[src/rtl/core/seven_segment_number_formatter_assert.svh]
// Assertion macros used by the seven-segment number formatter top level.
`ifndef SEVEN_SEGMENT_NUMBER_FORMATTER_ASSERT_SVH
`define SEVEN_SEGMENT_NUMBER_FORMATTER_ASSERT_SVH

`ifndef ASSERT_OFF

// Same-cycle implication, disabled while reset is high.
`define ASSERT_IMPL(label, clk, rst, ante, cons) \
  label: assert property (@(posedge clk) disable iff (rst) (ante) |-> (cons)) \
    else $error("assertion failed");

// Next-cycle implication, disabled while reset is high.
`define ASSERT_NEXT(label, clk, rst, ante, cons) \
  label: assert property (@(posedge clk) disable iff (rst) (ante) |=> (cons)) \
    else $error("assertion failed");

`else

`define ASSERT_IMPL(label, clk, rst, ante, cons)
`define ASSERT_NEXT(label, clk, rst, ante, cons)

`endif

`endif

[src/rtl/core/ssnf_pkg.sv]
// Types, constants and glyph functions of the seven-segment number formatter.
`default_nettype none

package ssnf_pkg;

  // Display geometry.
  localparam int MAX_DIGITS  = 8;
  localparam int DIGIT_LIMIT = (MAX_DIGITS < 8) ? MAX_DIGITS : 8;
  localparam int ND_W        = 4;
  localparam logic [ND_W-1:0] NUM_DIGITS_RESET = 4'd4;

  // Binary to decimal conversion: ten digits, four source bits per cycle.
  localparam int VALUE_W       = 32;
  localparam int BCD_DIGITS    = 10;
  localparam int BCD_W         = 4 * BCD_DIGITS;
  localparam int BITS_PER_STEP = 4;
  localparam int CONV_STEPS    = VALUE_W / BITS_PER_STEP;
  localparam int CONV_CNT_W    = $clog2(CONV_STEPS + 1);

  // Segment patterns, bit 7 DP down to bit 0 A.
  localparam logic [7:0] GLYPH_ZERO  = 8'b00111111;
  localparam logic [7:0] GLYPH_MINUS = 8'b01000000;
  localparam logic [7:0] GLYPH_UNDER = 8'b00001000;
  localparam logic [7:0] GLYPH_H     = 8'b01110110;
  localparam logic [7:0] GLYPH_R     = 8'b01010000;
  localparam logic [7:0] SEG_POINT   = 8'h80;

  typedef enum logic [2:0] {
    CMD_DECIMAL = 3'd0,
    CMD_HEX     = 3'd1,
    CMD_CHAR    = 3'd2,
    CMD_RAW     = 3'd3,
    CMD_SPIN    = 3'd4,
    CMD_CLEAR   = 3'd5
  } cmd_t;

  typedef enum logic [2:0] {
    JOB_DEC,
    JOB_DASH,
    JOB_HEX,
    JOB_SINGLE,
    JOB_CLEAR
  } job_kind_t;

  typedef enum logic {
    FR_IDLE,
    FR_CONV
  } front_state_t;

  // One classified command as it travels from the front to the back.
  typedef struct packed {
    job_kind_t        kind;
    logic [ND_W-1:0]  nd;     // digit count in use
    logic [3:0]       count;  // significant decimal digits or hex nibbles to show
    logic             neg;
    logic             lz;
    logic [2:0]       pos;
    logic [BCD_W-1:0] data;   // BCD digits, hex value or single pattern
  } job_t;

  // One result as driven onto the output ports.
  typedef struct packed {
    logic       valid;
    logic [2:0] pos;
    logic [7:0] seg;
    logic       blank;
    logic       fits;
    logic       last;
  } result_t;

  function automatic logic [7:0] hex_glyph(input logic [3:0] n);
    logic [7:0] g;
    case (n)
      4'h0:    g = GLYPH_ZERO;
      4'h1:    g = 8'h06;
      4'h2:    g = 8'h5B;
      4'h3:    g = 8'h4F;
      4'h4:    g = 8'h66;
      4'h5:    g = 8'h6D;
      4'h6:    g = 8'h7D;
      4'h7:    g = 8'h07;
      4'h8:    g = 8'h7F;
      4'h9:    g = 8'h6F;
      4'hA:    g = 8'h77;
      4'hB:    g = 8'h7C;
      4'hC:    g = 8'h39;
      4'hD:    g = 8'h5E;
      4'hE:    g = 8'h79;
      4'hF:    g = 8'h71;
      default: g = 8'h00;
    endcase
    return g;
  endfunction

  // ASCII to glyph; characters without a glyph come out dark.
  function automatic logic [7:0] char_glyph(input logic [7:0] c);
    logic [7:0] g;
    g = 8'h00;
    if (c >= 8'h30 && c <= 8'h39) begin
      g = hex_glyph(4'(c - 8'h30));
    end else if (c >= 8'h41 && c <= 8'h46) begin
      g = hex_glyph(4'(c - 8'h37));
    end else if (c >= 8'h61 && c <= 8'h66) begin
      g = hex_glyph(4'(c - 8'h57));
    end else begin
      case (c)
        8'h48, 8'h68: g = GLYPH_H;
        8'h4A, 8'h6A: g = 8'h1E;
        8'h4C, 8'h6C: g = 8'h38;
        8'h4E, 8'h6E: g = 8'h54;
        8'h4F, 8'h6F: g = 8'h5C;
        8'h50, 8'h70: g = 8'h73;
        8'h52, 8'h72: g = GLYPH_R;
        8'h55, 8'h75: g = 8'h3E;
        8'h59, 8'h79: g = 8'h6E;
        8'h2D:        g = GLYPH_MINUS;
        8'h5F:        g = GLYPH_UNDER;
        default:      g = 8'h00;
      endcase
    end
    return g;
  endfunction

  // One outer segment lit, chosen by the step modulo six. The quotient comes
  // from a multiply by 171/1024, which is exact for all 8-bit steps.
  function automatic logic [7:0] spin_glyph(input logic [7:0] s);
    logic [15:0] prod;
    logic [5:0]  q;
    logic [7:0]  r;
    prod = 16'(s) * 16'd171;
    q    = prod[15:10];
    r    = s - 8'(q) * 8'd6;
    return 8'd1 << r[2:0];
  endfunction

endpackage

`default_nettype wire

[src/rtl/core/seven_segment_number_formatter.sv]
// Top level of the seven-segment number formatter.
`default_nettype none
//
// A command is transferred on a rising edge with start high and busy low. It
// becomes one segment pattern per digit touched, each shown on the result
// ports for exactly one cycle with result_valid high; last marks the final
// transfer of a command. The receiver cannot stall, so patterns leave at one
// per cycle once a command reaches the digit emitter.
// A hex, character, raw, spin or clear command goes straight to the queue;
// a decimal command first passes through the binary-to-decimal unit (four
// bits per cycle) and is queued once the conversion is done and the queue
// has room. A command occupies the emitter while it writes its digits (one
// for single-digit commands, up to eight otherwise); a two-entry queue lets
// the front take further commands meanwhile. busy stays high through a
// decimal conversion and whenever the queue is full.
// num_digits is written over the cfg channel (always ready); it must be
// written only while idle, which the block itself does not enforce; it
// resets to four. Reset empties the queue and drops any result in flight.
//
`include "seven_segment_number_formatter_assert.svh"

module seven_segment_number_formatter
  import ssnf_pkg::*;
(
  input  wire logic            clk,
  input  wire logic            rst,
  input  wire logic            cfg_valid,
  output logic                 cfg_ready,
  input  wire logic [ND_W-1:0] cfg_data,
  input  wire logic            start,
  output logic                 busy,
  input  wire logic [2:0]      command,
  input  wire logic [31:0]     value,
  input  wire logic            leading_zeros,
  input  wire logic [3:0]      digits_wanted,
  input  wire logic [2:0]      position,
  input  wire logic [7:0]      char_code,
  input  wire logic [7:0]      segment_mask,
  input  wire logic            show_dp,
  input  wire logic [7:0]      spin_step,
  output logic                 result_valid,
  output logic [2:0]           digit_position,
  output logic [7:0]           segments,
  output logic                 blank,
  output logic                 fits,
  output logic                 last
);

  logic [ND_W-1:0] num_digits;
  logic [ND_W-1:0] nd_eff;
  logic            q_full;
  logic            q_valid;
  logic            push;
  logic            pop;
  job_t            push_job;
  job_t            head;
  result_t         res;

  // Digit count register.
  assign cfg_ready = 1'b1;

  always_ff @(posedge clk) begin
    if (rst) begin
      num_digits <= NUM_DIGITS_RESET;
    end else if (cfg_valid && cfg_ready) begin
      num_digits <= cfg_data;
    end
  end

  assign nd_eff = (num_digits > ND_W'(DIGIT_LIMIT)) ? ND_W'(DIGIT_LIMIT) : num_digits;

  ssnf_front u_front (
    .clk           (clk),
    .rst           (rst),
    .start         (start),
    .busy          (busy),
    .command       (command),
    .value         (value),
    .leading_zeros (leading_zeros),
    .digits_wanted (digits_wanted),
    .position      (position),
    .char_code     (char_code),
    .segment_mask  (segment_mask),
    .show_dp       (show_dp),
    .spin_step     (spin_step),
    .nd            (nd_eff),
    .q_full        (q_full),
    .push          (push),
    .push_job      (push_job)
  );

  ssnf_queue u_queue (
    .clk      (clk),
    .rst      (rst),
    .push     (push),
    .push_job (push_job),
    .pop      (pop),
    .q_full   (q_full),
    .q_valid  (q_valid),
    .head     (head)
  );

  ssnf_back u_back (
    .clk     (clk),
    .rst     (rst),
    .q_valid (q_valid),
    .q_job   (head),
    .pop     (pop),
    .res     (res)
  );

  // Result ports.
  assign result_valid   = res.valid;
  assign digit_position = res.pos;
  assign segments       = res.seg;
  assign blank          = res.blank;
  assign fits           = res.fits;
  assign last           = res.last;

  // A blanked digit carries no segments.
  `ASSERT_IMPL(a_blank_dark, clk, rst, result_valid && blank, segments == 8'h00)
  // Overflow results are always drawn dashes.
  `ASSERT_IMPL(a_overflow_dash, clk, rst, result_valid && !fits, segments == GLYPH_MINUS && !blank)
  // A decimal transfer holds the front busy while it converts.
  `ASSERT_NEXT(a_conv_busy, clk, rst, start && !busy && command == CMD_DECIMAL && nd_eff != 4'd0, busy)

endmodule

`default_nettype wire

[src/rtl/core/ssnf_front.sv]
// Front end: accepts commands, converts decimal values and classifies jobs.
`default_nettype none

module ssnf_front
  import ssnf_pkg::*;
(
  input  wire logic             clk,
  input  wire logic             rst,
  input  wire logic             start,
  output logic                  busy,
  input  wire logic [2:0]       command,
  input  wire logic [31:0]      value,
  input  wire logic             leading_zeros,
  input  wire logic [3:0]       digits_wanted,
  input  wire logic [2:0]       position,
  input  wire logic [7:0]       char_code,
  input  wire logic [7:0]       segment_mask,
  input  wire logic             show_dp,
  input  wire logic [7:0]       spin_step,
  input  wire logic [ND_W-1:0]  nd,
  input  wire logic             q_full,
  output logic                  push,
  output job_t                  push_job
);

  front_state_t            state;
  front_state_t            state_next;
  logic [CONV_CNT_W-1:0]   conv_cnt;
  logic [VALUE_W-1:0]      mag;
  logic [BCD_W-1:0]        bcd;
  logic [ND_W-1:0]         nd_r;
  logic                    neg_r;
  logic                    lz_r;

  cmd_t                    cmd;
  logic                    accept;
  logic                    conv_done;
  logic                    start_conv;
  job_t                    imm_job;
  logic                    imm_push;
  job_t                    conv_job;
  logic [3:0]              hex_n;
  logic                    pos_ok;
  logic [BCD_W-1:0]        bcd_w;
  logic [VALUE_W-1:0]      mag_w;
  logic [3:0]              dc;
  logic                    overflow;

  assign cmd        = cmd_t'(command);
  assign accept     = start && !busy;
  assign conv_done  = (conv_cnt == CONV_CNT_W'(CONV_STEPS));
  assign start_conv = accept && (cmd == CMD_DECIMAL) && (nd != '0);
  assign pos_ok     = ({1'b0, position} < nd);
  assign hex_n      = ((digits_wanted == 4'd0) || (digits_wanted > nd)) ? nd : digits_wanted;

  // Classification of every command that needs no conversion.
  always_comb begin
    imm_job      = '0;
    imm_push     = 1'b0;
    imm_job.kind = JOB_CLEAR;
    imm_job.nd   = nd;
    imm_job.lz   = leading_zeros;
    imm_job.pos  = position;
    case (cmd)
      CMD_HEX: begin
        imm_job.kind  = JOB_HEX;
        imm_job.count = hex_n;
        imm_job.data  = {{(BCD_W - VALUE_W){1'b0}}, value};
        imm_push      = (nd != '0);
      end
      CMD_CHAR: begin
        imm_job.kind      = JOB_SINGLE;
        imm_job.data[7:0] = char_glyph(char_code) | (show_dp ? SEG_POINT : 8'h00);
        imm_push          = pos_ok;
      end
      CMD_RAW: begin
        imm_job.kind      = JOB_SINGLE;
        imm_job.data[7:0] = segment_mask;
        imm_push          = pos_ok;
      end
      CMD_SPIN: begin
        imm_job.kind      = JOB_SINGLE;
        imm_job.data[7:0] = spin_glyph(spin_step);
        imm_push          = pos_ok;
      end
      CMD_CLEAR: begin
        imm_job.kind = JOB_CLEAR;
        imm_push     = (nd != '0);
      end
      default: begin
        imm_push = 1'b0;
      end
    endcase
  end

  // Four double-dabble steps per cycle.
  always_comb begin
    bcd_w = bcd;
    mag_w = mag;
    for (int s = 0; s < BITS_PER_STEP; s++) begin
      for (int d = 0; d < BCD_DIGITS; d++) begin
        if (bcd_w[d*4 +: 4] >= 4'd5) begin
          bcd_w[d*4 +: 4] = bcd_w[d*4 +: 4] + 4'd3;
        end
      end
      {bcd_w, mag_w} = {bcd_w[BCD_W-2:0], mag_w, 1'b0};
    end
  end

  // Significant digit count and fit check of the converted number.
  always_comb begin
    dc = 4'd1;
    for (int d = 1; d < BCD_DIGITS; d++) begin
      if (bcd[d*4 +: 4] != 4'd0) begin
        dc = 4'(d + 1);
      end
    end
    overflow       = (({1'b0, dc} + 5'(neg_r)) > {1'b0, nd_r});
    conv_job       = '0;
    conv_job.kind  = overflow ? JOB_DASH : JOB_DEC;
    conv_job.nd    = nd_r;
    conv_job.count = dc;
    conv_job.neg   = neg_r;
    conv_job.lz    = lz_r;
    conv_job.data  = bcd;
  end

  // Next state.
  always_comb begin
    state_next = state;
    case (state)
      FR_IDLE: begin
        if (start_conv) begin
          state_next = FR_CONV;
        end
      end
      FR_CONV: begin
        if (conv_done && !q_full) begin
          state_next = FR_IDLE;
        end
      end
      default: begin
        state_next = FR_IDLE;
      end
    endcase
  end

  // Outputs.
  always_comb begin
    busy     = 1'b1;
    push     = 1'b0;
    push_job = imm_job;
    case (state)
      FR_IDLE: begin
        busy     = q_full;
        push     = accept && imm_push;
        push_job = imm_job;
      end
      FR_CONV: begin
        busy     = 1'b1;
        push     = conv_done && !q_full;
        push_job = conv_job;
      end
      default: begin
        busy = 1'b1;
      end
    endcase
  end

  // Control state.
  always_ff @(posedge clk) begin
    if (rst) begin
      state <= FR_IDLE;
    end else begin
      state <= state_next;
    end
  end

  // Conversion datapath.
  always_ff @(posedge clk) begin
    if (start_conv) begin
      mag      <= value[31] ? (32'd0 - value) : value;
      bcd      <= '0;
      conv_cnt <= '0;
      nd_r     <= nd;
      neg_r    <= value[31];
      lz_r     <= leading_zeros;
    end else if (state == FR_CONV && !conv_done) begin
      mag      <= mag_w;
      bcd      <= bcd_w;
      conv_cnt <= conv_cnt + CONV_CNT_W'(1);
    end
  end

endmodule

`default_nettype wire

[src/rtl/core/ssnf_queue.sv]
// Two-entry job queue between the front end and the digit emitter.
`default_nettype none

module ssnf_queue
  import ssnf_pkg::*;
(
  input  wire logic clk,
  input  wire logic rst,
  input  wire logic push,
  input  wire job_t push_job,
  input  wire logic pop,
  output logic      q_full,
  output logic      q_valid,
  output job_t      head
);

  job_t       entry [2];
  logic       wr_ptr;
  logic       rd_ptr;
  logic [1:0] fill;

  assign q_full  = (fill == 2'd2);
  assign q_valid = (fill != 2'd0);
  assign head    = entry[rd_ptr];

  // Pointers and fill level.
  always_ff @(posedge clk) begin
    if (rst) begin
      wr_ptr <= 1'b0;
      rd_ptr <= 1'b0;
      fill   <= 2'd0;
    end else begin
      if (push) begin
        wr_ptr <= !wr_ptr;
      end
      if (pop) begin
        rd_ptr <= !rd_ptr;
      end
      fill <= fill + {1'b0, push} - {1'b0, pop};
    end
  end

  // Storage.
  always_ff @(posedge clk) begin
    if (push) begin
      entry[wr_ptr] <= push_job;
    end
  end

endmodule

`default_nettype wire

[src/rtl/core/ssnf_back.sv]
// Back end: walks the digits of one job and emits one pattern per cycle.
`default_nettype none

module ssnf_back
  import ssnf_pkg::*;
(
  input  wire logic clk,
  input  wire logic rst,
  input  wire logic q_valid,
  input  wire job_t q_job,
  output logic      pop,
  output result_t   res
);

  logic       active;
  job_t       cur;
  logic [2:0] p;

  logic       fin;
  logic [2:0] dpos;
  logic [3:0] dig;
  logic       below;
  result_t    res_next;

  assign dpos  = 3'(cur.nd - 4'd1 - {1'b0, p});
  assign dig   = cur.data[{p, 2'b00} +: 4];
  assign below = ({1'b0, p} < cur.count);
  assign fin   = active && ((cur.kind == JOB_SINGLE) || ({1'b0, p} == cur.nd - 4'd1));
  assign pop   = q_valid && (!active || fin);

  // Pattern for the current digit.
  always_comb begin
    res_next       = '0;
    res_next.valid = active;
    res_next.fits  = 1'b1;
    res_next.last  = fin;
    case (cur.kind)
      JOB_DEC: begin
        res_next.pos = dpos;
        if (below) begin
          res_next.seg = hex_glyph(dig);
        end else if (cur.neg && (cur.lz ? (dpos == 3'd0) : ({1'b0, p} == cur.count))) begin
          res_next.seg = GLYPH_MINUS;
        end else if (cur.lz) begin
          res_next.seg = GLYPH_ZERO;
        end else begin
          res_next.blank = 1'b1;
        end
      end
      JOB_DASH: begin
        res_next.pos  = p;
        res_next.seg  = GLYPH_MINUS;
        res_next.fits = 1'b0;
      end
      JOB_HEX: begin
        res_next.pos = dpos;
        if (below) begin
          res_next.seg = hex_glyph(dig);
        end else begin
          res_next.blank = 1'b1;
        end
      end
      JOB_SINGLE: begin
        res_next.pos = cur.pos;
        res_next.seg = cur.data[7:0];
      end
      JOB_CLEAR: begin
        res_next.pos   = p;
        res_next.blank = 1'b1;
      end
      default: begin
        res_next.blank = 1'b1;
      end
    endcase
  end

  // Job sequencing.
  always_ff @(posedge clk) begin
    if (rst) begin
      active <= 1'b0;
    end else if (pop) begin
      active <= 1'b1;
    end else if (fin) begin
      active <= 1'b0;
    end
  end

  // Current job and digit counter.
  always_ff @(posedge clk) begin
    if (pop) begin
      cur <= q_job;
      p   <= 3'd0;
    end else if (active) begin
      p <= p + 3'd1;
    end
  end

  // Output register; only the strobe is cleared by reset.
  always_ff @(posedge clk) begin
    if (rst) begin
      res.valid <= 1'b0;
    end else begin
      res <= res_next;
    end
  end

endmodule

`default_nettype wire
[config.mk]
export PLATFORM = sky130hd
export DESIGN_NAME = seven_segment_number_formatter
export DESIGN_NICKNAME = d
export VERILOG_FILES = /design/src/rtl/core/ssnf_pkg.sv /design/src/rtl/core/seven_segment_number_formatter.sv /design/src/rtl/core/ssnf_front.sv /design/src/rtl/core/ssnf_queue.sv /design/src/rtl/core/ssnf_back.sv
export VERILOG_INCLUDE_DIRS = /design/src /design/src/rtl/core
export SDC_FILE = /design/constraint.sdc
export NUM_CORES = 1
export LEC_CHECK = 0
export BUFFER_PORTS_ARGS = -buffer_cell sky130_fd_sc_hd__buf_2
export CAP_MARGIN = 20
export CORE_MARGIN = 3
export CORE_UTILIZATION = 40
export CTS_BUF_LIST = sky130_fd_sc_hd__clkbuf_16
export DETAILED_ROUTE_END_ITERATION = 10
export PLACE_DENSITY = 0.66
export SLEW_MARGIN = 20
export SYNTH_ARGS = -nofsm -noshare
export SYNTH_HDL_FRONTEND = slang
export SYNTH_SLANG_ARGS = --single-unit
[constraint.sdc]
create_clock -name clk -period 5.97 [get_ports clk]
set_input_delay 0.2985 -clock clk [delete_from_list [all_inputs] [get_ports clk]]
set_output_delay 0.2985 -clock clk [all_outputs]
set_load 0.005 [all_outputs]
==> impl_metrics.toml <==
[setup_path]
ff2ff_path_depth = 23
crit_path_start_kind = "flop"
cp.arrival_ns = 5.79
worstReg2RegStart = "u_front.bcd[12]$_SDFFE_PP0P_"
path_class = "flop to flop"
rr_endpoint = "u_front.bcd[14]$_SDFFE_PP0P_"
crit_fanout = 7
r2r_setup_slack_ns = 0.59
end_kind = "flop"
required_ns = 6.38

[synthesis]
syn_area_per_cell_um2 = 9.98
syn_inst = 1815
ys.flop_type = "edfxtp_1"
syn-cell-area_mm2 = 0.0181
yosysSeqAreaShare_pct = 38.9
yosys_warnings = 0
yosysTopAreaCell = "edfxtp_1"
synth.most_common_cell = "edfxtp_1"
synth_nets = 2046
async_reset_ff_share_pct = 0
synth_edf_count = 196
ys_seq_elements = 254
ys_types = 98
synth_area_leaders = "edfxtp_1 (32%), ha_1 (9.9%), dfxtp_1 (6.4%)"
netlist.area_leader.share_pct = 32.5
synth_common_cells = "edfxtp_1 (196), nand2_1 (150), ha_1 (143), inv_1 (134), nor2_1 (118)"

[min_path]
min_from = "cfg_data[1]"
min_to = "num_digits[1]$_SDFFE_PP0P_"
holdPathStages = 3
hp-class = "input port to flop"

[drt]
routedWlPerCell_um = 17.8
drc_errors = 0
first_pass_iters = 8
num_vias = 13800
drt-total-wl_um = 44300
viasPerCell = 5.55
ant_nets = 0
drt_iter0_markers = 951

[die]
top_level_ports = 93
rows = 77
die_y_um = 219
die_w_um = 219
core_area_mm2 = 0.0445
start_util_pct = 40.7
die_area_mm2 = 0.0479

[timing]
worst_pin_slew_ns = 0.798
fin_skew_ns = 0.0250
final.setup.tns_ns = 0
slew_headroom_pct = 45.3
clock.fmax_mhz = 186
setup_ws_ns = 0.587
rsz0062_at_grt = "no"
period_share_pct = 90.2
finalMaxSlewViolations = 0
finalSetupViolations = 0
fin_crit_ns = 5.38
hold_violations = 0

[finish]
syn_to_final_growth_pct = 10.7
nets = 2106
drive_gt1_share_pct = 14.6

[clock_tree]
cts_buffers = 27
path_clk_slew_ns = 0.06
cts-root-buf = "clkbuf_16"
clkLatencyLatePin_ns = 0.55
cts_tree = "done"
clock_path_buffers = 3
clock-sinks = 254
htreeDepth = 1

[global_routing]
grt_usage_pct = 18.0
grt_overflow = 0
first_global_vias = 13300
antenna_found_initial = 4
grt_max_degree = 72
grt_pass1_wl_um = 70200

[placed_design]
dp_slack_ns = 0.649
place_hpwl_um = 33400
portBuffers = 91
globalplace.congestion = 0.910

[run_status]
status = "finished, final reports clean"

[flow_run]
drv_cap = 0
## per-layer routing
metal	part of all wire [%]	wire length (µm)	global-route usage (%)	up-vias
met4	2.7	1200	5.42	2
met2	50	22200	32.5	303
met1	43	18900	22.8	6706
met5	0.025	11	0	-
met3	4.3	1890	1.81	70
li1	-	-	-	6762
## state kept, by name, summed over array words and instances (netlist names)
| register | count |
|---|---|
| num_digits | 4 |
| u_back.active | 1 |
| u_back.cur | 48 |
| u_back.p | 3 |
| u_back.res | 15 |
| u_front.bcd | 40 |
| u_front.conv_cnt | 4 |
| u_front.lz_r | 1 |
| u_front.mag | 32 |
| u_front.nd_r | 4 |
| u_front.neg_r | 1 |
| u_front.state | 1 |
| u_queue.entry | 96 |
| u_queue.fill | 2 |
| u_queue.rd_ptr | 1 |
| u_queue.wr_ptr | 1 |
## kinds of logic (layout without fill, tap and decap cells)
logic type	Yosys count	after routing	share of synthesized area [%]
AO/OA/AOI/OAI	431	431	17.1
XOR/XNOR	86	86	4.16
adder cells (fa/ha/maj)	155	155	11.2
buffers and inverters	223	304	4.88
flip-flops	254	254	38.9
multiplexers	143	143	9.09
other	1	5	0.0207
AND/OR/NAND/NOR	522	522	14.6
## stage by stage
step | utilization (%) | std cells | cell area [µm²] | hold slack (ns)
after floorplan | - | 1815 | 18100 | 0.370
after global placement | 42.9 | 2434 | 19100 | 0.489
after detailed placement | 42.9 | 2434 | 19100 | 0.503
after CTS | 45.0 | 2488 | 20000 | 0.00438
after global routing | 45.0 | 2491 | 20000 | 0.0247
final | 45.0 | 2492 | 20000 | 0.0247
## cell type report
class / instances / area, µm²
timing repair buffer: 107 / 586
sequential: 254 / 7050
tap: 592 / 741
antenna: 4 / 10.0
clock buffer: 27 / 676
multi-input combinational: 1338 / 10200
fill: 4157 / 24500
clock inverter: 23 / 218
inverter: 147 / 552
## repair_timing
item | 4_1_cts | 5_1_grt
gates resized for setup | 0 | 0
hold buffers | 4 | 0
endpoints found under the hold margin | 4 | 0
setup endpoints to repair | 0 | 0
buffers inserted | 0 | 0
## cells in the final DEF (no fill, tap or decap), types with 13 or more instances in the layout
cell / instances
a21o_1: 23
a21oi_1: 40
a22o_1: 28
a31oi_1: 13
and2_1: 21
buf_2: 91
clkbuf_16: 27
dfxtp_1: 56
edfxtp_1: 196
ha_1: 143
inv_1: 135
mux2_2: 64
mux2i_1: 66
nand2_1: 150
nand2b_1: 47
nand3_1: 25
nor2_1: 118
nor2b_1: 41
nor3_1: 25
nor3b_1: 13
o211ai_1: 13
o21ai_0: 93
o21ai_1: 37
o221ai_1: 18
o31ai_1: 20
xnor2_1: 46
xor2_1: 40
## worst max-delay path: stages, from the launching register on
cell and delay, ns:
dfxtp_1 0.47, inv_1 0.10, ha_1 0.28, and2b_2 0.26, o21ai_1 0.20, nand2_1 0.13
ha_1 0.23, nor2b_1 0.16, o311ai_1 0.26, a22oi_1 0.18, xnor2_1 0.41, ha_1 0.21
nand2b_1 0.15, nand3_1 0.09, mux2i_1 0.22, nand2b_1 0.20, xor2_1 0.29, inv_1 0.11
ha_1 0.20, nand2b_1 0.16, nor4b_1 0.16, a311oi_1 0.44, mux2i_1 0.24, o22ai_1 0.10
## worst max path at each step
stage                                             from                      endpoint  slack [ns]  cells past startpoint
final                     u_front.bcd[12]$_SDFFE_PP0P_  u_front.bcd[14]$_SDFFE_PP0P_        0.59                     23
after global routing      u_front.bcd[12]$_SDFFE_PP0P_  u_front.bcd[14]$_SDFFE_PP0P_       0.004                     23
after CTS                 u_front.bcd[12]$_SDFFE_PP0P_  u_front.bcd[14]$_SDFFE_PP0P_        0.61                     23
after detailed placement  u_front.bcd[12]$_SDFFE_PP0P_  u_front.bcd[14]$_SDFFE_PP0P_        0.65                     23
after global placement    u_front.bcd[12]$_SDFFE_PP0P_  u_front.bcd[14]$_SDFFE_PP0P_        0.88                     23
after floorplan               u_back.p[1]$_SDFFE_PP0P_    u_queue.fill[1]$_SDFF_PP0_        0.82                     11
Power is left out: the tool's default activity adds up to more than one toggle a clock period on the data nets, which glitch-free logic cannot reach.
